===== src/rtl/assert_macros.svh =====
// Assertion macros shared by the RTL.
// Depends on nothing; included by files that carry concurrent checks.
`ifndef ASSERT_MACROS_SVH
`define ASSERT_MACROS_SVH

// cond must never be true while out of reset
`define ASSERT_NEVER(lbl, ck, rn, cond) \
    lbl: assert property (@(posedge ck) disable iff (!rn) !(cond)) \
        else $error("check failed: never");

// ante implies cons in the following cycle
`define ASSERT_NEXT(lbl, ck, rn, ante, cons) \
    lbl: assert property (@(posedge ck) disable iff (!rn) (ante) |=> (cons)) \
        else $error("check failed: next");

`endif


===== src/rtl/egn_pkg.sv =====
// Types and constants for the exponential gain block.
// No dependencies.
package egn_pkg;

    localparam int ELEM_W     = 16;
    localparam int SUM_W      = 37;
    localparam int NORM_W     = 19;
    localparam int GAIN_W     = 20;
    localparam int RATE_W     = 24;
    localparam int CFG_ADDR_W = 2;
    localparam int CFG_DATA_W = 24;

    localparam logic [CFG_ADDR_W-1:0] REG_SPAN  = 2'd0;
    localparam logic [CFG_ADDR_W-1:0] REG_RATE  = 2'd1;
    localparam logic [CFG_ADDR_W-1:0] REG_FLOOR = 2'd2;

    localparam logic [GAIN_W-1:0] FLOOR_RESET = 20'd6554;   // 0.1 in Q4.16

    localparam logic [SUM_W-1:0] SUM_MAX = {SUM_W{1'b1}};

    // exponent bounds in Q30
    localparam logic signed [45:0] Y_LOW  = -46'sd34359738368;  // -32
    localparam logic signed [45:0] Y_HIGH = 46'sd17179869184;   // 16

    localparam logic [36:0]        LN2_Q30  = 37'd744261118;
    localparam logic signed [45:0] RED_BIAS = 46'sd34980272546; // 47 * ln2
    localparam logic signed [6:0]  K_START  = -7'sd47;
    localparam logic [31:0]        ONE_Q30  = 32'd1073741824;
    localparam logic [3:0]         TAYLOR_N = 4'd13;

    localparam logic signed [47:0] GAIN_HI = 48'sd524287;
    localparam logic signed [47:0] GAIN_LO = -48'sd524288;

    typedef struct packed {
        logic signed [GAIN_W-1:0] span;
        logic signed [RATE_W-1:0] rate;
        logic signed [GAIN_W-1:0] gfloor;
    } coef_t;

    typedef struct packed {
        logic signed [GAIN_W-1:0] gain;
        logic                     sat;
    } res_t;

endpackage


===== src/rtl/egn_front.sv =====
// Front end: squares elements, sums the first MAX_ELEMENTS squares of a vector.
// Depends on egn_pkg.
module egn_front #(
    parameter int MAX_ELEMENTS = 64
) (
    input  logic                        clk,
    input  logic                        rst_n,
    input  logic                        push,
    output logic                        full,
    input  logic signed [15:0]          error_element,
    input  logic                        last_element,
    input  logic [1:0]                  q_count,
    output logic                        q_push,
    output logic [36:0]                 q_data
);
    import egn_pkg::*;

    localparam int CNT_W = $clog2(MAX_ELEMENTS + 1);

    logic             accept;
    logic [CNT_W-1:0] cnt_reg, cnt_next;
    logic             s1_valid_reg, s1_valid_next;
    logic             s1_last_reg, s1_use_reg;
    logic [31:0]      s1_sq_reg;
    logic [SUM_W-1:0] sum_reg, sum_next, sum_add;
    logic [SUM_W:0]   sum_wide;
    logic             use_now;

    // one vector may still be finishing in the square stage
    assign full   = (q_count == 2'd2) || (q_count == 2'd1 && s1_valid_reg && s1_last_reg);
    assign accept = push && !full;
    assign use_now = cnt_reg < CNT_W'(MAX_ELEMENTS);

    assign sum_wide = {1'b0, sum_reg} + {6'd0, s1_sq_reg};
    assign sum_add  = !s1_use_reg ? sum_reg : (sum_wide[SUM_W] ? SUM_MAX : sum_wide[SUM_W-1:0]);

    assign q_push = s1_valid_reg && s1_last_reg;
    assign q_data = sum_add;

    always_comb
    begin
        cnt_next      = cnt_reg;
        s1_valid_next = accept;
        sum_next      = sum_reg;
        if (accept)
        begin
            if (last_element)
            begin
                cnt_next = '0;
            end
            else if (use_now)
            begin
                cnt_next = cnt_reg + 1'b1;
            end
        end
        if (s1_valid_reg)
        begin
            sum_next = s1_last_reg ? '0 : sum_add;
        end
    end

    always_ff @(posedge clk or negedge rst_n)
    begin
        if (!rst_n)
        begin
            cnt_reg      <= '0;
            s1_valid_reg <= 1'b0;
            sum_reg      <= '0;
        end
        else
        begin
            cnt_reg      <= cnt_next;
            s1_valid_reg <= s1_valid_next;
            sum_reg      <= sum_next;
        end
    end

    always_ff @(posedge clk)
    begin
        if (accept)
        begin
            s1_sq_reg   <= 32'(32'(error_element) * 32'(error_element));
            s1_last_reg <= last_element;
            s1_use_reg  <= use_now;
        end
    end

endmodule


===== config.mk =====
export PLATFORM = sky130hd
export DESIGN_NAME = egn_front
export DESIGN_NICKNAME = d
export VERILOG_FILES = /design/src/rtl/assert_macros.svh /design/src/rtl/egn_pkg.sv /design/src/rtl/egn_front.sv
export SDC_FILE = /design/constraint.sdc
export NUM_CORES = 1
export LEC_CHECK = 0
export ABC_AREA = 1
export BUFFER_PORTS_ARGS = -buffer_cell sky130_fd_sc_hd__buf_2
export CAP_MARGIN = 10
export CORE_AREA = 2 2 171 173
export CTS_BUF_LIST = sky130_fd_sc_hd__clkbuf_2 sky130_fd_sc_hd__clkbuf_4 sky130_fd_sc_hd__clkbuf_8
export DETAILED_ROUTE_END_ITERATION = 12
export DIE_AREA = 0 0 173 175
export PLACE_DENSITY = 0.72
export REMOVE_ABC_BUFFERS = 1
export SLEW_MARGIN = 30
export SYNTH_ARGS = -nofsm -noshare
export SYNTH_HDL_FRONTEND = slang
export SYNTH_SLANG_ARGS = --single-unit

===== constraint.sdc =====
create_clock -name clk -period 2.63 [get_ports clk]
set_input_delay 0.1315 -clock clk [delete_from_list [all_inputs] [get_ports clk]]
set_output_delay 0.1315 -clock clk [all_outputs]
set_load 0.01 [all_outputs]

==> impl_metrics.yaml, run 1 <==
run_status:
  status: "complete, but fails checks"
  violations: "negative setup slack"
sta:
  setup_viol: 65
  min_period_over_period: 1.889
  max_slew_margin: 0.4509
  slew_viol_final: 0
  worst_slack_ns: -2.339
  clock_skew_ns: 0.02296
  fmax_ghz: 0.2012
  worst-slew-pin-transition_ns: 0.8228
  fin_crit_ns: 4.969
  rsz0062_at_grt: "yes"
  hold_viol_final: 0
  whs_ns: 0.1765
yosys:
  synth.avg_cell_area_um2: 7.538
  synthFlopType: "dfrtp_1"
  synth_warnings: 0
  synth_edf_count: 33
  syn_area_um2: 15480
  netlist-cell-type-count: 44
  async_flop_share: 0.5769
  yosysSeqAreaShare: 0.1368
  synth_cells: 2053
  ys_ff_latch: 78
finish:
  nets: 2835
  layout_common_cells: "inv_1, nand2_1, buf_4"
  antennaDiodeCount: 0
  drive_above_1_share: 0.4162
  design_area_um2: 22700
  final_common_cell: "inv_1"
  area_delta_synth_final_pct: 46.67
  largest_reg_flops: 37
  stdcell_count: 2842
worst_setup_path:
  reg2reg_depth: 20
  r2r-end: "sum_reg[11]"
  r2r_start: "sum_reg[16]"
  path_class: "primary input to register"
  crit_path_start_kind: "primary input"
  rrSetupSlack_ns: -0.01
  critPathMaxFanout: 7
  crit_required_ns: 2.78
  cp.arrival_ns: 5.12
  end_kind: "register"
routing:
  ant_nets: 0
  drtIter0Drc: 1455
  vias: 15696
  dr.pass1.iters: 9
  via_per_inst: 5.523
  wl_met2_um: 27790
  routed_wl_um: 54600
  route.layer.met1.wl_um: 19550
  dr_wl_met3_um: 3265
  top_layer_used: "met4"
  routedWlPerCell_um: 19.21
  drc: 0
clocking:
  cts.sinks: 78
  cts.path.max_buffers: 2
  clk_pin_slew_ns: 0.09
  clockRootBuffer: "clkbuf_8"
  h-tree-depth: 3
  clkLatencyLatePin_ns: 0.41
  cts_buffers: 9
  cts_tree: "built"
hold_path:
  whs_path_depth: 3
  min_to: "s1_last_reg"
  hold_class: "primary input to register"
  hp-start: "push"
grt:
  grt_usage: 0.3033
  grt-ovfl-total: 0
  grt_pass1_wl_um: 74420
  grt_max_degree: 46
  antenna_found_initial: 0
  grt_pass1_vias: 15586
placed_design:
  gp_congestion: 0.9641
  port_buffers: 60
  dp_cells: 2696
  dp_slack_ns: -2.976
  dpl.hpwl_um: 33660
  post_dp_cell_area_um2: 17940
floorplan:
  io_pins: 61
  dieWidth_um: 173
  coreArea_um2: 28390
  die_h_um: 175
  die_area_um2: 30280
  start_util: 0.5451
  row_count: 62
flow_run:
  drv_cap: 0
[critical path, cell delays in order]
cell     delay (ns)
buf_12         0.12
buf_8          0.12
buf_4          0.13
nand2_2        0.09
xor2_1         0.18
ha_1           0.25
inv_1          0.08
fa_1           0.45
fa_2           0.54
inv_1          0.05
fa_2           0.53
fa_1           0.43
inv_1          0.11
fa_1           0.42
inv_1          0.11
ha_4           0.23
a21oi_2        0.21
o21ai_2        0.14
a21oi_4        0.27
buf_4          0.16
o211a_1        0.15
nand2_2        0.06
xor2_1         0.14
[Yosys cell counts, types with 33 or more instances]
cell type,instances,area (µm²)
inv_1,543,2038
ha_1,127,1589
a21oi_1,60,300.3
clkbuf_1,39,146.4
nand2_1,516,1937
dfrtp_1,45,1126
nand3_1,105,525.5
fa_1,233,4664
edfxtp_1,33,991.0
xor2_1,40,350.3
nor2_1,94,352.8
[worst max path at each step]
stage / from / endpoint / slack (ns) / cells past startpoint
2_1_floorplan: error_element[15] / s1_sq_reg[31] / -2.53 / 19
5_1_grt: error_element[15] / s1_sq_reg[30] / -2.41 / 20
6_report: error_element[3] / s1_sq_reg[30] / -2.34 / 23
3_3_place_gp: error_element[6] / s1_sq_reg[24] / -2.89 / 21
3_5_place_dp: error_element[3] / s1_sq_reg[27] / -2.98 / 23
4_1_cts: error_element[15] / s1_sq_reg[30] / -2.15 / 20
[cells by family after synthesis]
logic type	count (synthesis)	synth area share
AO/OA/AOI/OAI	157	0.05975
XOR/XNOR	66	0.03735
adder cells (fa/ha/maj)	360	0.4041
buffers and inverters	596	0.1470
flip-flops	78	0.1368
AND/OR/NAND/NOR	796	0.2151
[final cells by class]
cell class,count,area [µm²]
sequential,78,2120
timing repair buffer,435,3842
tap,384,480.5
inverter,549,2102
fill,1646,5693
clock buffer,9,123.9
clock inverter,7,55.05
multi-input combinational,1380,13980
[stage by stage]
step / utilization / setup TNS, ns
finish: 0.7995 / -58.01
global route: 0.7995 / -65.35
CTS: 0.7346 / -50.80
detailed placement: 0.6320 / -68.20
global placement: 0.6319 / -66.41
floorplan: - / -49.55
[what timing repair did]
| item | in CTS | in global routing |
|---|---|---|
| endpoints found under the setup margin | 63 | 67 |
| endpoints found under the hold margin | 46 | 0 |
| hold buffers | 2 | 0 |
| resized for setup | 464 | 404 |
| cloned | 6 | 0 |
| buffers inserted | 76 | 62 |
| pin swaps | 140 | 218 |
[layer usage]
metal  GRT usage  vias up
li1            -     6906
met3     0.02654      347
met4      0.1222        0
met1      0.3583     7581
met2      0.5680      862
met5           0        -
Power of run 1 is left out: the tool's default activity adds up to more than one toggle a clock period on the data nets, which glitch-free logic cannot reach.
==> run 2: changes to the inputs <==
CTS_BUF_LIST = sky130_fd_sc_hd__clkbuf_16   (was sky130_fd_sc_hd__clkbuf_2 sky130_fd_sc_hd__clkbuf_4 sky130_fd_sc_hd__clkbuf_8)
==> run 2 against run 1 <==
  * Utilization is 1.4 points lower
  * Cell count decreased by 0.77%
  * Sequential share of layout area increased by 0.18 points
  * The flow still finishes with violations (negative setup slack)
  * Worst setup slack better by 0.051 ns
  * Critical endpoint is now s1_sq_reg[28]
  * Via count decreased by 3.0%
  * Global-route usage rose by 0.19 points
  * Maximum frequency grew 1.0%
  * Count of clock-buffer cells in the layout unchanged
  * First-iteration DRC count is 22% lower
==> impl_metrics.yaml, run 2 (same netlist as run 1, synthesis figures left out) <==
run_status:
  status: "complete, but fails checks"
  violations: "negative setup slack"
sta:
  rsz0062_at_grt: "yes"
  hold_viol_final: 0
  slew_viol_final: 0
  min_period_over_period: 1.870
  worst_slack_ns: -2.288
  worst-slew-pin-transition_ns: 0.7986
  fmax_ghz: 0.2033
  fin_crit_ns: 4.918
  clock_skew_ns: 0.01376
  max_slew_margin: 0.4670
  setup_viol: 61
  whs_ns: 0.2116
worst_setup_path:
  reg2reg_depth: 14
  crit_required_ns: 2.75
  path_class: "primary input to register"
  cp.arrival_ns: 5.04
  crit_path_start_kind: "primary input"
  r2r-end: "sum_reg[21]"
  rrSetupSlack_ns: 0.01
  r2r_start: "s1_sq_reg[30]"
  critPathMaxFanout: 7
  end_kind: "register"
hold_path:
  min_to: "s1_last_reg"
  whs_path_depth: 3
  hp-start: "push"
  hold_class: "primary input to register"
routing:
  routed_wl_um: 51530
  ant_nets: 0
  vias: 15231
  dr.pass1.iters: 5
  routedWlPerCell_um: 18.27
  drc: 0
  via_per_inst: 5.401
  drtIter0Drc: 1134
placed_design:
  dpl.hpwl_um: 33660
  port_buffers: 60
  gp_congestion: 0.9641
floorplan:
  row_count: 62
  die_h_um: 175
  start_util: 0.5451
  coreArea_um2: 28390
  dieWidth_um: 173
  die_area_um2: 30280
  io_pins: 61
grt:
  antenna_found_initial: 0
  grt_pass1_vias: 15540
  grt_pass1_wl_um: 74380
  grt_max_degree: 46
  grt_usage: 0.3052
  grt-ovfl-total: 0
finish:
  antennaDiodeCount: 0
  drive_above_1_share: 0.4031
  fill_cells: 1766
  final_common_cell: "inv_1"
  nets: 2813
  largest_reg_flops: 37
  area_delta_synth_final_pct: 44.02
  layout_common_cells: "inv_1, nand2_1, buf_4"
clocking:
  cts.path.max_buffers: 2
  cts_buffers: 9
  clk_pin_slew_ns: 0.07
  cts_tree: "built"
  h-tree-depth: 3
  clockRootBuffer: "clkbuf_16"
  cts.sinks: 78
  clkLatencyLatePin_ns: 0.37
flow_run:
  drv_cap: 0
-- run 2: cell count changes in the layout (fill, tap and decap cells not counted), sizes merged --
cell,change
bufbuf,+1
buf,-23
-- run 2: timing repair --
item	4_1_cts	5_1_grt
gates cloned	7	0
resized for setup	493	296
hold buffers	2	0
pin swaps	161	144
setup endpoints to repair	63	69
hold endpoints to repair	46	0
setup buffers	58	52
-- run 2: worst max-delay path by stage --
stage / from / endpoint / slack, ns / cells after the start
after CTS: error_element[15] / s1_sq_reg[31] / -2.14 / 23
final: error_element[15] / s1_sq_reg[28] / -2.29 / 23
after detailed placement: error_element[3] / s1_sq_reg[27] / -2.98 / 23
after floorplan: error_element[15] / s1_sq_reg[31] / -2.53 / 19
after global placement: error_element[6] / s1_sq_reg[24] / -2.89 / 21
after global routing: error_element[6] / s1_sq_reg[21] / -2.45 / 22
-- run 2: area by class of cell --
type	instances	area, µm²	share of cell area
flip-flops and latches	78	2122	0.09521
clock buffers	9	225.2	0.01010
well taps	384	480.5	0.02156
multi-input cells	1380	13730	0.6159
inverters	549	2085	0.09352
clock inverters	7	55.05	0.002470
repair buffers	413	3595	0.1613
-- run 2: metal layers --
layer	up-vias	track usage	part of all wire
li1	6868	-	-
met5	-	0	0
met4	0	0.1437	0.057
met2	672	0.5665	0.52
met3	246	0.02698	0.045
met1	7445	0.3563	0.38
-- run 2: metrics by stage --
| step | cells | utilization | setup TNS (ns) | cell area (µm²) | setup WS, ns |
|---|---|---|---|---|---|
| after floorplan | 2006 | - | -49.55 | 15260 | -2.525 |
| after global placement | 2696 | 0.6319 | -66.41 | 17940 | -2.894 |
| after detailed placement | 2696 | 0.6320 | -68.20 | 17940 | -2.976 |
| after CTS | 2776 | 0.7366 | -50.01 | 20910 | -2.142 |
| after global routing | 2820 | 0.7850 | -61.02 | 22290 | -2.449 |
| final | 2820 | 0.7850 | -55.56 | 22290 | -2.288 |
-- run 2: critical path: stages --
cell	delay [ns]
buf_12	0.12
clkinvlp_4	0.16
nor2_4	0.16
xnor2_1	0.10
ha_2	0.18
a31o_2	0.23
fa_1	0.48
fa_1	0.56
fa_1	0.44
fa_1	0.53
inv_2	0.04
fa_1	0.52
inv_2	0.07
ha_4	0.32
nand2_4	0.08
inv_4	0.07
nand2_2	0.07
nor3_4	0.18
buf_4	0.16
buf_4	0.09
nand4_1	0.13
nand3_2	0.12
xor2_1	0.07
Power of run 2 is left out for the same reason.
==> run 3: changes to the inputs <==
clock period = 6.04 ns   (was 2.63 ns; I/O delays follow)
==> run 3 against run 2 <==
  * The flow now finishes without violations
  * Final area fell by 26%
  * Via count fell by 18%
  * Sequential share of layout area rose by 3.3 points
  * Clock skew fell by 0.00065 ns
  * Register-to-register slack improved by 3.2 ns
  * Count of clock-buffer cells in the layout did not move
  * Critical path type unchanged
  * Critical endpoint is now s1_sq_reg[31]
  * Highest routed layer unchanged
==> impl_metrics.yaml, run 3 (same netlist as run 1, synthesis figures left out) <==
run_status:
  status: "finished, final reports clean"
floorplan:
  coreArea_um2: 28390
  dieWidth_um: 173
  io_pins: 61
  die_area_um2: 30280
  row_count: 62
  die_h_um: 175
  start_util: 0.5451
worst_setup_path:
  crit_required_ns: 6.13
  cp_slowest_cell: "fa_1"
  end_kind: "register"
  cp_slowest_stage_delay_ns: 0.55
  cp.arrival_ns: 5.66
  path_class: "primary input to register"
  cp_cell_sequence: "buf_2 > nand2_1 > inv_1 > fa_1 > fa_1 > inv_1 > fa_1 > fa_1 > inv_1 > fa_1 > inv_1 > fa_1 > inv_1 > ha_1 > nand2_1 > nor2_1 > nand2_1 > inv_1 > nand3_1 > nand3_1 > xnor2_1"
  reg2reg_depth: 15
  crit_path_start_kind: "primary input"
  critPathMaxFanout: 15
clocking:
  h-tree-depth: 3
  clockRootBuffer: "clkbuf_16"
  hold_buffers: 1
  cts_resized: 0
  cts.path.max_buffers: 2
  cts_buffers: 9
  post_cts_buffers: 0
  cts.sinks: 78
  clkLatencyLatePin_ns: 0.35
  cts_tree: "built"
  clk_pin_slew_ns: 0.06
sta:
  hold_viol_final: 0
  fin_tns_setup_ns: 0
  whs_ns: 0.1545
  clock_skew_ns: 0.01311
  worst-slew-pin-transition_ns: 0.8746
  slew_viol_final: 0
  fmax_ghz: 0.1795
  fin_crit_ns: 5.571
  max_slew_margin: 0.4133
  min_period_over_period: 0.9223
  rsz0062_at_grt: "no"
  setup_viol: 0
  worst_slack_ns: 0.4691
routing:
  vias: 12543
  dr.pass1.iters: 7
  ant_nets: 0
  drc: 0
  drtIter0Drc: 717
  routedWlPerCell_um: 14.89
  via_per_inst: 5.054
  routed_wl_um: 36960
grt:
  grt_max_degree: 55
  grt-ovfl-total: 0
  antenna_found_initial: 0
  grt_pass1_vias: 12974
  grt_pass1_wl_um: 62360
  grt_usage: 0.2540
finish:
  fill_cells: 2637
  area_delta_synth_final_pct: 6.533
  antennaDiodeCount: 0
  seqCellArea_um2: 2117
  design_area_um2: 16490
  largest_reg_flops: 37
  final_common_cell: "inv_1"
  layout_common_cells: "inv_1, nand2_1, fa_1"
  nets: 2475
  drive_above_1_share: 0.06435
  multi_input_area_um2: 11090
placed_design:
  dpl.hpwl_um: 31490
  gp_congestion: 0.9574
  post_dp_cell_area_um2: 16160
  dp_slack_ns: 0.1098
  port_buffers: 60
flow_run:
  drv_cap: 0
hold_path:
  whs_path_depth: 1
  hold_class: "primary input to register"
## run 3: per-layer routing
| layer | routed length, µm | track usage | vias to the layer above |
|---|---|---|---|
| li1 | - | - | 6190 |
| met1 | 16190 | 0.3214 | 6007 |
| met2 | 18420 | 0.4635 | 280 |
| met3 | 1431 | 0.02263 | 66 |
| met4 | 925 | 0.07451 | 0 |
| met5 | 0 | 0 | - |
## run 3: final timing paths
path / from / to / slack [ns]
hold / removal: last_element / s1_last_reg / 0.15
setup / recovery: error_element[15] / s1_sq_reg[31] / 0.47
min in group asynchronous: rst_n / sum_reg[0] / 0.54
hold reg to reg: sum_reg[18] / sum_reg[18] / 0.51
setup reg to reg: s1_sq_reg[12] / sum_reg[25] / 3.18
max in group asynchronous: rst_n / cnt_reg[3] / 5.07
## run 3: critical path: cells and delay by family
| kind | cells | cell delay, ns |
|---|---|---|
| XOR/XNOR | 1 | 0.07 |
| adder cells (fa/ha/maj) | 7 | 3.50 |
| buffers and inverters | 7 | 0.90 |
| AND/OR/NAND/NOR | 6 | 0.86 |
## run 3: final cells by class
cell class	instances	area share
multi-input cells	1379	0.6725
flip-flops and latches	78	0.1284
inverters	549	0.1250
well taps	384	0.02914
repair buffers	76	0.02580
clock buffers	9	0.01366
clock inverters	7	0.005540
## run 3: metrics by stage
| stage | instances | utilization |
|---|---|---|
| after floorplan | 2006 | - |
| after global placement | 2465 | 0.5691 |
| after detailed placement | 2465 | 0.5692 |
| after CTS | 2482 | 0.5807 |
| after global routing | 2482 | 0.5807 |
| final | 2482 | 0.5807 |
Power of run 3 is left out for the same reason.
