[src/rtl/assert_macros.svh]
// Assertion macros shared by the RTL.
// Depends on nothing; included by files that carry concurrent checks.
`ifndef ASSERT_MACROS_SVH
`define ASSERT_MACROS_SVH

// cond must never be true while out of reset
`define ASSERT_NEVER(lbl, ck, rn, cond) \
    lbl: assert property (@(posedge ck) disable iff (!rn) !(cond)) \
        else $error("check failed: never");

// ante implies cons in the following cycle
`define ASSERT_NEXT(lbl, ck, rn, ante, cons) \
    lbl: assert property (@(posedge ck) disable iff (!rn) (ante) |=> (cons)) \
        else $error("check failed: next");

`endif

[src/rtl/egn_fifo.sv]
// Small register queue used between front and back and at the result side.
// Depends on nothing.
module egn_fifo #(
    parameter int WIDTH = 37,
    parameter int DEPTH = 2
) (
    input  logic                       clk,
    input  logic                       rst_n,
    input  logic                       push,
    input  logic [WIDTH-1:0]           wdata,
    input  logic                       pop,
    output logic [WIDTH-1:0]           rdata,
    output logic [$clog2(DEPTH+1)-1:0] count
);
    localparam int PW = $clog2(DEPTH);
    localparam int CW = $clog2(DEPTH+1);

    logic [WIDTH-1:0] mem_reg [DEPTH];
    logic [PW-1:0]    wp_reg, wp_next, rp_reg, rp_next;
    logic [CW-1:0]    cnt_reg, cnt_next;
    logic             do_push, do_pop;

    assign do_push = push && (cnt_reg < CW'(DEPTH));
    assign do_pop  = pop && (cnt_reg != '0);
    assign rdata   = mem_reg[rp_reg];
    assign count   = cnt_reg;

    always_comb
    begin
        wp_next  = wp_reg;
        rp_next  = rp_reg;
        cnt_next = cnt_reg;
        if (do_push)
        begin
            wp_next = (wp_reg == PW'(DEPTH-1)) ? '0 : wp_reg + 1'b1;
        end
        if (do_pop)
        begin
            rp_next = (rp_reg == PW'(DEPTH-1)) ? '0 : rp_reg + 1'b1;
        end
        if (do_push && !do_pop)
        begin
            cnt_next = cnt_reg + 1'b1;
        end
        else if (do_pop && !do_push)
        begin
            cnt_next = cnt_reg - 1'b1;
        end
    end

    always_ff @(posedge clk or negedge rst_n)
    begin
        if (!rst_n)
        begin
            wp_reg  <= '0;
            rp_reg  <= '0;
            cnt_reg <= '0;
        end
        else
        begin
            wp_reg  <= wp_next;
            rp_reg  <= rp_next;
            cnt_reg <= cnt_next;
        end
    end

    always_ff @(posedge clk)
    begin
        if (do_push)
        begin
            mem_reg[wp_reg] <= wdata;
        end
    end

endmodule

[config.mk]
export PLATFORM = sky130hd
export DESIGN_NAME = egn_fifo
export DESIGN_NICKNAME = d
export VERILOG_FILES = /design/src/rtl/assert_macros.svh /design/src/rtl/egn_fifo.sv
export SDC_FILE = /design/constraint.sdc
export NUM_CORES = 1
export LEC_CHECK = 0
export BUFFER_PORTS_ARGS = -buffer_cell sky130_fd_sc_hd__buf_2
export CAP_MARGIN = 0
export CORE_ASPECT_RATIO = 0.8
export CORE_MARGIN = 4
export CORE_UTILIZATION = 40
export CTS_BUF_LIST = sky130_fd_sc_hd__clkbuf_4 sky130_fd_sc_hd__clkbuf_8 sky130_fd_sc_hd__clkbuf_16
export DETAILED_ROUTE_END_ITERATION = 8
export PLACE_DENSITY = 0.71
export SETUP_SLACK_MARGIN = 0.5
export SLEW_MARGIN = 30
export SYNTH_ARGS = -nofsm -noshare
export SYNTH_HDL_FRONTEND = slang
export SYNTH_SLANG_ARGS = --single-unit
[constraint.sdc]
create_clock -name clk -period 6 [get_ports clk]
set_input_delay 0.3 -clock clk [delete_from_list [all_inputs] [get_ports clk]]
set_output_delay 0.3 -clock clk [all_outputs]
set_load 0.01 [all_outputs]
==> results of run 1 <==
Yosys cell counts:
master and n:
edfxtp_1 74, mux2_4 20, mux2_2 17, dfrtp_1 4, buf_6 3, xnor2_1 3, nor2_1 2, xor2_1 2
and2_1 1, buf_2 1, ha_1 1, inv_1 1, nand2b_1 1, o21ai_0 1
through the flow:
| step | worst slack [ns] | hold WS (ns) | total power [W] |
|---|---|---|---|
| after floorplan | 3.37 | 0.00441 | 0.00113 |
| after detailed placement | 4.04 | 0.114 | 0.00130 |
| final | 3.96 | 0.145 | 0.00172 |
| after global placement | 4.05 | 0.113 | 0.00128 |
| after CTS | 3.91 | 0.119 | 0.00175 |
| after global routing | 3.88 | 0.115 | 0.00181 |
placed cells by master (no fill, tap or decap), drive strengths merged:
cell type / count
xnor2: 3
dlygate4sd3: 1
inv: 1
xor2: 2
buf: 80
clkinv: 3
nor2: 2
dfrtp: 4
ha: 1
nand2b: 1
bufinv: 3
mux2: 37
edfxtp: 74
clkbuf: 9
o21ai: 1
and2: 1
cell families (layout without fill, tap and decap cells):
| group | count (synthesis) | in the layout | synth area share, % |
|---|---|---|---|
| flip-flops | 78 | 78 | 79.0 |
| XOR/XNOR | 5 | 5 | 1.49 |
| buffers and inverters | 5 | 97 | 1.45 |
| AO/OA/AOI/OAI | 1 | 1 | 0.170 |
| adder cells (fa/ha/maj) | 1 | 1 | 0.426 |
| AND/OR/NAND/NOR | 4 | 4 | 0.682 |
| multiplexers | 37 | 37 | 16.7 |
final cells by class:
cell class	instances	area (um^2)	area share, %
multi-input cells	48	583	15.8
flip-flops and latches	78	2330	63.2
repair buffers	81	433	11.8
clock inverters	6	101	2.75
well taps	87	109	2.96
inverters	1	3.75	0.102
clock buffers	9	124	3.37
layer usage:
layer,vias up,global-route usage (%)
li1,688,-
met1,690,13.9
met2,69,17.0
met3,8,5.92
met4,0,4.71
met5,-,0
worst max-delay path, stage by stage, from the launching register on:
cell and delay, ns:
dfrtp_4 0.84, mux2_2 0.41, buf_2 0.14
timing repair:
action | CTS | global route
gates resized for setup | 0 | 0
hold buffers | 1 | 0
hold endpoints to repair | 4 | 0
setup endpoints to repair | 0 | 0
worst max-delay path by stage:
stage / cells after the start / to / start / slack (ns)
after floorplan: 2 / mem_reg[0][0] / count[1] / 3.37
after global placement: 2 / rdata[4] / rp_reg / 4.05
after detailed placement: 3 / mem_reg[1][33] / count[1] / 4.04
after CTS: 2 / rdata[4] / rp_reg / 3.91
after global routing: 2 / rdata[9] / rp_reg / 3.88
final: 2 / rdata[9] / rp_reg / 3.96
power by group:
group          internal [W]  leakage (nW)  switching (W)
sequential         0.000721         0.726      0.0000920
combinational      0.000260         0.602       0.000202
clock              0.000270         0.112       0.000174
==> impl_summary.txt, run 1 <==
----------------------------------------------------
[Flow run]
  Max-capacitance violation count ... 0

[Worst setup path]
  Depth of the most critical reg-to-reg path ... 3
  Type of the setup path with the least slack ... reg -> out
  Worst reg2reg path startpoint ... count[1]
  Crit path arrival time ... 1.74 ns
  Minimum setup slack among reg-to-reg paths ... 4.36 ns
  Worst Path Max Fanout ... 38
  Worst r2r dst ... mem_reg[0][30]
  Critical path endpoint category ... output pin
  Kind of launch point of the worst setup path ... flop
  Required time worst endpoint ... 5.70 ns

[Timing]
  Hold Vio Cnt, Final ... 0
  Setup violations, final ... 0
  Accumulated negative setup slack ... 0 ns
  Achievable Freq ... 490 MHz
  Max-Slew Margin vs Limit ... 58.4%
  Final count of pins violating max slew ... 0
  Time the worst path needs with I/O delays and setup ... 2.04 ns
  Period utilisation layout ... approximately 34%
  Worst Skew ... 0.00650 ns
  Least-Margin Pin Slew ... ~0.62 ns
  RSZ-0062 raised after global routing ... no

[Cells and area]
  Fin nets ... 261
  Fraction of final layout cells sized beyond drive strength 1 ... 59.2%
  Final design instance area without fill ... between 3000 and 4000 um^2
  Final antenna diode count ... 0
  Final core utilization ... 52.6%
  Layout fillers ... 594
  Number of flip-flops under the largest register name ... 74
  Area overhead of the layout relative to synthesis ... 25.3%
  Number of cells in the finished layout apart from fillers ... 310

[Worst hold path]
  Kind of path behind the tightest hold check ... in -> reg
  HP Start ... wdata[3]
  Count of cells along the worst hold path ... 1
  Worst Hold Path EP ... mem_reg[1][3]

[Clock network]
  H-tree level count ... 3
  TritonCTS Buffers ... 9
  Clock net sink count ... about 80
  Clock transition at the registers of the reported paths ... 0.08 ns
  Post-CTS setup buffers ... 0
  Clock Tree Root ... clkbuf_8
  Clock insertion delay at the later pin of the skew report ... 0.34 ns
  CTS tree ... built
  Number of buffers on the longest clock path ... 2

[Pwr]
  Areal power density over the cells ... 467 nW/um^2
  Worst voltage drop across the vdd grid ... about 270 uV
  Static leakage ... approximately 1.4 nW

[Logic synthesis]
  Cell taking the most area after synthesis ... edfxtp_1
  Gate Count Post-Synth ... 131
  Warnings, synthesis ... 0
  Synth area leaders ... edfxtp_1 (76%), mux2_4 (10%), mux2_2 (6.5%)
  #FFs+latches synth ... around 80
  Net Count, Synth ... 173
  Share of synthesized area occupied by flip-flops and latches ... between 70% and 80%
  Netlist area before placement ... 2940 um^2
  Mean post-synth cell area ... 22.4 um^2
  Share of Yosys cell area claimed by the top area cell type ... 75.6%
  Distinct cells, synth ... 14

[Route]
  Routed wire length on met2 ... about 2200 um
  Final routed DRC violation total ... 0
  First-pass detailed-route iteration total ... 3
  Top Layer Used ... met4
  Post-route ant nets ... 0
  WL per Instance ... 15.6 um
  Starting DRC count in detailed routing ... 68
  Total length of routed met3 wires ... 433 um
  Routed wire length ... 4830 um
  Vias after detailed routing ... 1455
  Met1 layer wirelength in the final routing ... ~2200 um
  Via count normalized by instance count ... roughly 4.7

[Floorplanning]
  Vertical extent of the die ... 84.7 um
  Core region area ... 6990 um^2
  FP Rows ... 27
  Floorplan die area ... 8790 um^2
  Number of placed I/O pins ... 80
  Initial core utilization ... 42.0%
  Die span in x ... 104 um

[Status]
  Status ... complete, no violations

[GRT]
  Pin count of the biggest net entering global routing ... 39
  Global-route wire length before repair ... 7630 um
  Vias in the first global route ... ~1500
  Total overflow reported by the global router ... 0
  Antenna violations before repair ... 0
  Overall Global Routing Usage ... 11.4%

[Place]
  Routability Congestion ... slightly below 0.7
  Dpl hpwl ... roughly 3200 um
  Buffers added on ports ... 79
  Area of placed instances ... about 3400 um^2
  Number of cells in the design after placement ... 294

----------------------------------------------------
Note: power is estimated with default switching activity, not from simulation.
==> inputs of run 2 (changes only) <==
--- a/config.mk
+++ b/config.mk
@@ -5,6 +5,7 @@
 export SDC_FILE = /design/constraint.sdc
 export NUM_CORES = 1
 export LEC_CHECK = 0
+export ABC_AREA = 1
 export BUFFER_PORTS_ARGS = -buffer_cell sky130_fd_sc_hd__buf_2
 export CAP_MARGIN = 0
 export CORE_ASPECT_RATIO = 0.8
==> constraint.sdc (replaced) <==
create_clock -name clk -period 1.94 [get_ports clk]
set_input_delay 0.097 -clock clk [delete_from_list [all_inputs] [get_ports clk]]
set_output_delay 0.097 -clock clk [all_outputs]
set_load 0.01 [all_outputs]
==> impl_summary.txt, run 2 <==
----------------------------------------------------
[Status]
  Status ... complete, no violations

[GRT]
  Total overflow reported by the global router ... 0 (unchanged)
  Overall Global Routing Usage ... 13.6% (+2.2 points)
  Antenna violations before repair ... 0 (unchanged)
  Pin count of the biggest net entering global routing ... 39 (unchanged)
  Vias in the first global route ... 1960 (+29%)
  Global-route wire length before repair ... 9140 um (+20%)

[Cells and area]
  Leading cell type in the layout, fill and taps excluded ... nand2_1
  Number of flip-flops under the largest register name ... 74 (unchanged)
  Area overhead of the layout relative to synthesis ... 41.9%
  Layout fillers ... 563 (-5.2%)
  Commonest non-fill, non-tap cells in the layout ... nand2_1 (114), buf_2 (79), edfxtp_1 (74)
  Final design instance area without fill ... 4150 um^2 (+13%)
  Final antenna diode count ... 0 (unchanged)
  Fraction of final layout cells sized beyond drive strength 1 ... 32.3% (-27 points)
  Fin nets ... 390 (+49%)

[Pwr]
  Fraction of power consumed by combinational cells ... 37.3% (+10 points)
  Part of the total power dissipated in sequential elements ... 42.0% (-5.3 points)
  Fraction of power consumed by the clock network ... 20.6% (-5.2 points)
  Cell Int Power ... 0.00375 W (+200%)
  P_sw ... 0.00189 W (+300%)
  Worst voltage drop across the vdd grid ... 589 uV (+120%)
  Areal power density over the cells ... 1360 nW/um^2 (+190%)
  Static leakage ... 1.79 nW (+24%)
  Share of total power consumed by net switching ... 33.5% (+6.3 points)

[Clock network]
  Clock insertion delay at the later pin of the skew report ... 0.33 ns (about the same)
  TritonCTS Buffers ... 9 (unchanged)
  H-tree level count ... 3 (unchanged)
  CTS tree ... built
  Number of buffers on the longest clock path ... 2 (unchanged)
  Clock Tree Root ... clkbuf_8
  Clock net sink count ... 78 (unchanged)
  Clock transition at the registers of the reported paths ... 0.07 ns (about the same)

[Logic synthesis]
  Netlist area before placement ... 2920 um^2 (-0.51%)
  Warnings, synthesis ... 0 (unchanged)
  Share of synthesized area occupied by flip-flops and latches ... 79.5% (+0.41 points)
  Distinct cells, synth ... 16 (+2)
  Share of Yosys cell area claimed by the top area cell type ... 76.0% (+0.39 points)
  Count of flip-flops with a built-in enable after synthesis ... 74 (unchanged)
  Most frequent cell after synthesis ... nand2_1
  Proportion of synthesized flip-flops having asynchronous set or reset ... 5.13% (unchanged)
  #FFs+latches synth ... 78 (unchanged)
  Cell taking the most area after synthesis ... edfxtp_1
  Synth area leaders ... edfxtp_1 (76%), nand2_1 (15%), dfrtp_1 (3.4%)
  Prevailing post-synth register cell ... edfxtp_1
  Net Count, Synth ... 262 (+51%)
  Mean post-synth cell area ... 13.3 um^2 (-41%)
  Gate Count Post-Synth ... 220 (+68%)
  Top cell types by occurrence after synthesis ... nand2_1 (118), edfxtp_1 (74), inv_1 (6)

[Floorplanning]
  Number of placed I/O pins ... 80 (unchanged)
  Die span in x ... 104 um (-0.24%)
  Initial core utilization ... 41.8% (-0.21 points)
  FP Rows ... 27 (unchanged)
  Vertical extent of the die ... 84.5 um (-0.23%)
  Core region area ... 6990 um^2 (unchanged)
  Floorplan die area ... 8750 um^2 (-0.47%)

[Worst setup path]
  Required time worst endpoint ... 1.84 ns (-3.86 ns)
  Crit path arrival time ... 1.29 ns (-0.45 ns)
  Start point of the critical path ... rp_reg
  Critical path endpoint category ... output pin
  Worst reg2reg path startpoint ... count[1]
  Kind of launch point of the worst setup path ... flop
  Worst Path Max Fanout ... 12 (-68%)
  Type of the setup path with the least slack ... reg -> out

[Timing]
  Setup violations, final ... 0 (unchanged)
  Period utilisation layout ... 71.6%
  Hold Slack ... 0.0490 ns (-0.0959 ns)
  Max-Slew Margin vs Limit ... 85.4% (+27 points)
  Crit path setup slack, layout ... 0.550 ns (-3.41 ns)
  Achievable Freq ... 720 MHz
  Worst Skew ... 0.00824 ns (+0.00174 ns)
  Time the worst path needs with I/O delays and setup ... 1.39 ns
  Final count of pins violating max slew ... 0 (unchanged)
  Accumulated negative setup slack ... 0 ns (unchanged)
  Hold Vio Cnt, Final ... 0 (unchanged)
  Least-Margin Pin Slew ... 0.218 ns (-0.406 ns)
  RSZ-0062 raised after global routing ... yes

[Place]
  Worst slack after detailed placement ... 0.506 ns (-3.54 ns)
  Buffers added on ports ... 79 (unchanged)
  Area of placed instances ... 3450 um^2 (+0.11%)
  Routability Congestion ... 0.816 (+20%)
  Dpl hpwl ... 3320 um (+4.7%)

[Route]
  Starting DRC count in detailed routing ... 70 (+2.9%)
  WL per Instance ... 13.2 um (-15%)
  Routed wire length ... 5800 um (+20%)
  Final routed DRC violation total ... 0 (unchanged)
  First-pass detailed-route iteration total ... 4 (+1)
  Vias after detailed routing ... 1963 (+35%)
  Post-route ant nets ... 0 (unchanged)
  Via count normalized by instance count ... 4.46 (-4.9%)

[Worst hold path]
  HP Start ... pop
  Kind of path behind the tightest hold check ... in -> reg

[Flow run]
  Max-capacitance violation count ... 0 (unchanged)

----------------------------------------------------
[run 2: routing by layer]
layer	GRT usage (%)	part of all wire, %	up-vias
met4	5.92	1.4	0
met1	15.1	42	905
met5	0	0	-
li1	-	-	993
met3	5.69	5.8	8
met2	23.1	50	57
[run 2: area by class of cell]
class | count | area (um^2) | area share [%]
tap | 87 | 109 | 2.63
multi-input combinational | 127 | 551 | 13.3
sequential | 78 | 2320 | 56.0
clock inverter | 5 | 60.1 | 1.45
inverter | 7 | 31.3 | 0.754
clock buffer | 11 | 139 | 3.35
timing repair buffer | 125 | 933 | 22.5
[run 2: worst paths after layout]
kind / to / slack, ns / depth (start not counted)
max in group asynchronous: rp_reg / 1.69 / 2
min in group asynchronous: count[1] / 0.12 / 2
setup reg to reg: count[1] / 0.60 / 8
hold / removal: rp_reg / 0.05 / 3
setup / recovery: rdata[28] / 0.55 / 5
hold reg to reg: count[0] / 0.60 / 1
[run 2: timing repair]
action / CTS / global route
pin swaps: 0 / 1
buffers inserted: 1 / 1
endpoints found under the setup margin: 38 / 37
hold endpoints to repair: 78 / 0
hold buffers: 38 / 0
gates resized for setup: 5 / 7
gates cloned: 0 / 2
[run 2: worst max-delay path, stage by stage (launching register included)]
cell and delay (ns):
dfrtp_2 0.42, clkinv_4 0.10, clkbuf_16 0.18, nand2_1 0.07, nand2_1 0.05, buf_2 0.14
[run 2: power groups by stage]
stage | registers [W] | logic (W) | clock network, W
2_1_floorplan | 0.00239 | 0.00112 | 0
3_3_place_gp | 0.00237 | 0.00179 | 0
3_5_place_dp | 0.00238 | 0.00181 | 0
4_1_cts | 0.00236 | 0.00196 | 0.00119
5_1_grt | 0.00240 | 0.00235 | 0.00129
6_report | 0.00237 | 0.00210 | 0.00116
[run 2: cells by family after synthesis]
logic type / share of synthesized area [%]
AND/OR/NAND/NOR: 15.8
XOR/XNOR: 0.599
flip-flops: 79.5
adder cells (fa/ha/maj): 0.428
buffers and inverters: 3.30
AO/OA/AOI/OAI: 0.428
[run 2: stage by stage]
step	instances	power, W	util, %
6_report	440	0.00564	59.3
5_1_grt	440	0.00605	59.3
4_1_cts	437	0.00551	58.1
3_5_place_dp	382	0.00420	49.3
3_3_place_gp	382	0.00417	49.3
2_1_floorplan	220	0.00351	-
==> inputs of run 3 (changes only) <==
==> constraint.sdc (replaced) <==
create_clock -name clk -period 1.44 [get_ports clk]
set_input_delay 0.072 -clock clk [delete_from_list [all_inputs] [get_ports clk]]
set_output_delay 0.072 -clock clk [all_outputs]
set_load 0.01 [all_outputs]
==> impl_summary.txt, run 3 (synthesis gave the netlist of run 2 again) <==
----------------------------------------------------
[Status]
  Status ... finished with violations
  Failing checks ... setup timing

[Clock network]
  Clock net sink count ... 78 (unchanged)
  Number of buffers on the longest clock path ... 2 (unchanged)
  Clock Tree Root ... clkbuf_8
  CTS tree ... built
  Clock transition at the registers of the reported paths ... 0.08 ns (about the same)
  H-tree level count ... 3 (unchanged)
  TritonCTS Buffers ... 9 (unchanged)
  Clock insertion delay at the later pin of the skew report ... 0.35 ns (+0.02 ns)

[Cells and area]
  Commonest non-fill, non-tap cells in the layout ... nand2_1 (96), edfxtp_1 (74), buf_2 (70)
  Number of flip-flops under the largest register name ... 74 (unchanged)
  Fin nets ... 421 (+7.9%)
  Fraction of final layout cells sized beyond drive strength 1 ... 43.5% (+11 points)
  Area overhead of the layout relative to synthesis ... 61.8%
  Final antenna diode count ... 0 (unchanged)
  Sequential cell area ... 2320 um^2 (about the same)
  Layout fillers ... 477 (-15%)
  Multi-input gate area in the final layout ... 626 um^2 (+14%)
  Leading cell type in the layout, fill and taps excluded ... nand2_1

[GRT]
  Overall Global Routing Usage ... 16.5% (+3.0 points)
  GR peak layer ... met2
  Antenna violations before repair ... 0 (unchanged)
  GRT met2 Usage ... 28.1% (+5.0 points)
  Met1 Resource Use GR ... 20.0% (+4.9 points)
  Total overflow reported by the global router ... 0 (unchanged)
  Pin count of the biggest net entering global routing ... 22 (-44%)
  Vias in the first global route ... 2240 (+14%)
  Global-route wire length before repair ... 11100 um (+22%)
  M3 GR Usage ... 6.53% (+0.85 points)

[Place]
  Routability Congestion ... 0.745 (-8.7%)
  Worst slack after detailed placement ... 0.141 ns (-0.365 ns)
  Dpl hpwl ... 3880 um (+17%)
  Buffers added on ports ... 79 (unchanged)

[Timing]
  Time the worst path needs with I/O delays and setup ... 1.45 ns
  Worst Skew ... 0.00889 ns (+0.000652 ns)
  Hold Vio Cnt, Final ... 0 (unchanged)
  Final count of pins violating max slew ... 0 (unchanged)
  RSZ-0062 raised after global routing ... yes
  Achievable Freq ... slightly below 700 MHz
  Period utilisation layout ... 101%
  Crit path setup slack, layout ... -0.00891 ns (-0.559 ns)
  Least-Margin Pin Slew ... 0.154 ns (-0.0648 ns)
  Setup violations, final ... 2 (+2)
  Max-Slew Margin vs Limit ... 89.7% (+4.3 points)

[Pwr]
  PnR Total Power ... 0.00903 W (+60%)
  Areal power density over the cells ... 1910 nW/um^2 (+40%)
  Worst voltage drop across the vdd grid ... 1380 uV (+140%)
  Fraction of power consumed by combinational cells ... 48.1% (+11 points)
  Cell Int Power ... 0.00593 W (+58%)
  Fraction of power consumed by the clock network ... 16.4% (-4.2 points)
  Static leakage ... 2.04 nW (+14%)
  P_sw ... 0.00310 W (+65%)
  Share of total power consumed by net switching ... 34.4% (+0.91 points)
  Part of the total power dissipated in sequential elements ... 35.4% (-6.6 points)

[Route]
  First-pass detailed-route iteration total ... 4 (unchanged)
  Post-route ant nets ... 0 (unchanged)
  Routed wire length ... 7110 um (+23%)
  Final routed DRC violation total ... 0 (unchanged)
  Vias after detailed routing ... 2119 (+7.9%)
  Starting DRC count in detailed routing ... 122 (+74%)
  WL per Instance ... 15.1 um (+14%)
  Via count normalized by instance count ... 4.50 (+0.84%)

[Worst setup path]
  Maximum cell stage delay along the critical path ... 0.41 ns (about the same)
  Cell chain of the critical path ... buf_4 -> buf_12 -> nand2_1 -> nand2_1 -> buf_2
  Depth of the most critical reg-to-reg path ... 6 (-2)
  Type of the setup path with the least slack ... reg -> out
  Worst Path Max Fanout ... 21 (+9)
  Most frequent cell on the critical path ... nand2_1
  Kind of launch point of the worst setup path ... flop
  Required time worst endpoint ... 1.37 ns (-0.47 ns)
  Crit path arrival time ... 1.38 ns (+0.09 ns)
  Critical path endpoint category ... output pin
  Critical-path top delay cell ... dfrtp_1

[Floorplanning]
  Vertical extent of the die ... 84.5 um (unchanged)
  Initial core utilization ... 41.8% (unchanged)
  Number of placed I/O pins ... 80 (unchanged)
  Die span in x ... 104 um (unchanged)
  FP Rows ... 27 (unchanged)
  Core region area ... 6990 um^2 (unchanged)
  Floorplan die area ... 8750 um^2 (unchanged)

[Worst hold path]
  Kind of path behind the tightest hold check ... in -> reg
  Count of cells along the worst hold path ... 3 (unchanged)

[Flow run]
  Max-capacitance violation count ... 0 (unchanged)

----------------------------------------------------
-- run 3: cell types whose count changed in the layout (fill, tap and decap cells not counted), moves of 4 or more --
cell / before / now
buf_6: 0 / 18
buf_16: 0 / 7
buf_4: 1 / 10
buf_2: 79 / 70
nand2_1: 114 / 96
buf_12: 5 / 9
nand2_2: 3 / 19
-- run 3: repair_timing --
action / in CTS / in global routing
hold buffers: 38 / 0
setup buffers: 19 / 4
setup endpoints to repair: 116 / 117
gates cloned: 7 / 2
gates resized for setup: 29 / 38
endpoints found under the hold margin: 78 / 0
pin swaps: 7 / 13
-- run 3: cell type report --
cell class	instances	area share, %
Sequential cell	78	49.2
Clock buffer	9	2.62
Clock inverter	7	1.19
Tap cell	87	2.30
Inverter	7	0.608
Timing Repair Buffer	156	30.9
Multi-Input combinational cell	127	13.2
-- run 3: power groups by stage --
stage | Clock, W | Sequential [W] | Combinational (W)
2_1_floorplan | 0 | 0.00322 | 0.00151
3_3_place_gp | 0 | 0.00321 | 0.00252
5_1_grt | 0.00162 | 0.00323 | 0.00469
3_5_place_dp | 0 | 0.00323 | 0.00256
6_report | 0.00148 | 0.00320 | 0.00435
4_1_cts | 0.00151 | 0.00318 | 0.00382
-- run 3: final timing paths --
check                      slack (ns)        endpoint  startpoint
max                            -0.009       rdata[15]      rp_reg
min                             0.005          rp_reg         pop
max in group asynchronous        1.26        count[0]       rst_n
min in group asynchronous        0.04          rp_reg       rst_n
max reg2reg                      0.04  mem_reg[0][33]    count[1]
min reg2reg                      0.67        count[0]    count[0]
-- run 3: per-stage QoR --
step | area (um^2) | instances | setup TNS (ns) | util (%) | hold slack [ns]
after global placement | 3500 | 385 | 0 | 50.0 | -0.116
after CTS | 4510 | 465 | 0 | 64.4 | 0.00316
after global routing | 4730 | 471 | -2.19 | 67.6 | 0.0266
final | 4730 | 471 | -0.00990 | 67.6 | 0.00544
after detailed placement | 3500 | 385 | 0 | 50.0 | -0.112
after floorplan | 2950 | 220 | -8.61 | - | -0.224
-- run 3: metal layers --
metal,up-vias,share of wire (%)
li1,1059,-
met1,979,42
met2,70,50
met3,11,7.0
met4,0,1.3
met5,-,0
-- run 3: worst max-delay path, delay by kind of cell (launching register included) --
kind	cells	cell delay, ns
buffers and inverters	3	0.46
flip-flops	1	0.41
AND/OR/NAND/NOR	2	0.15
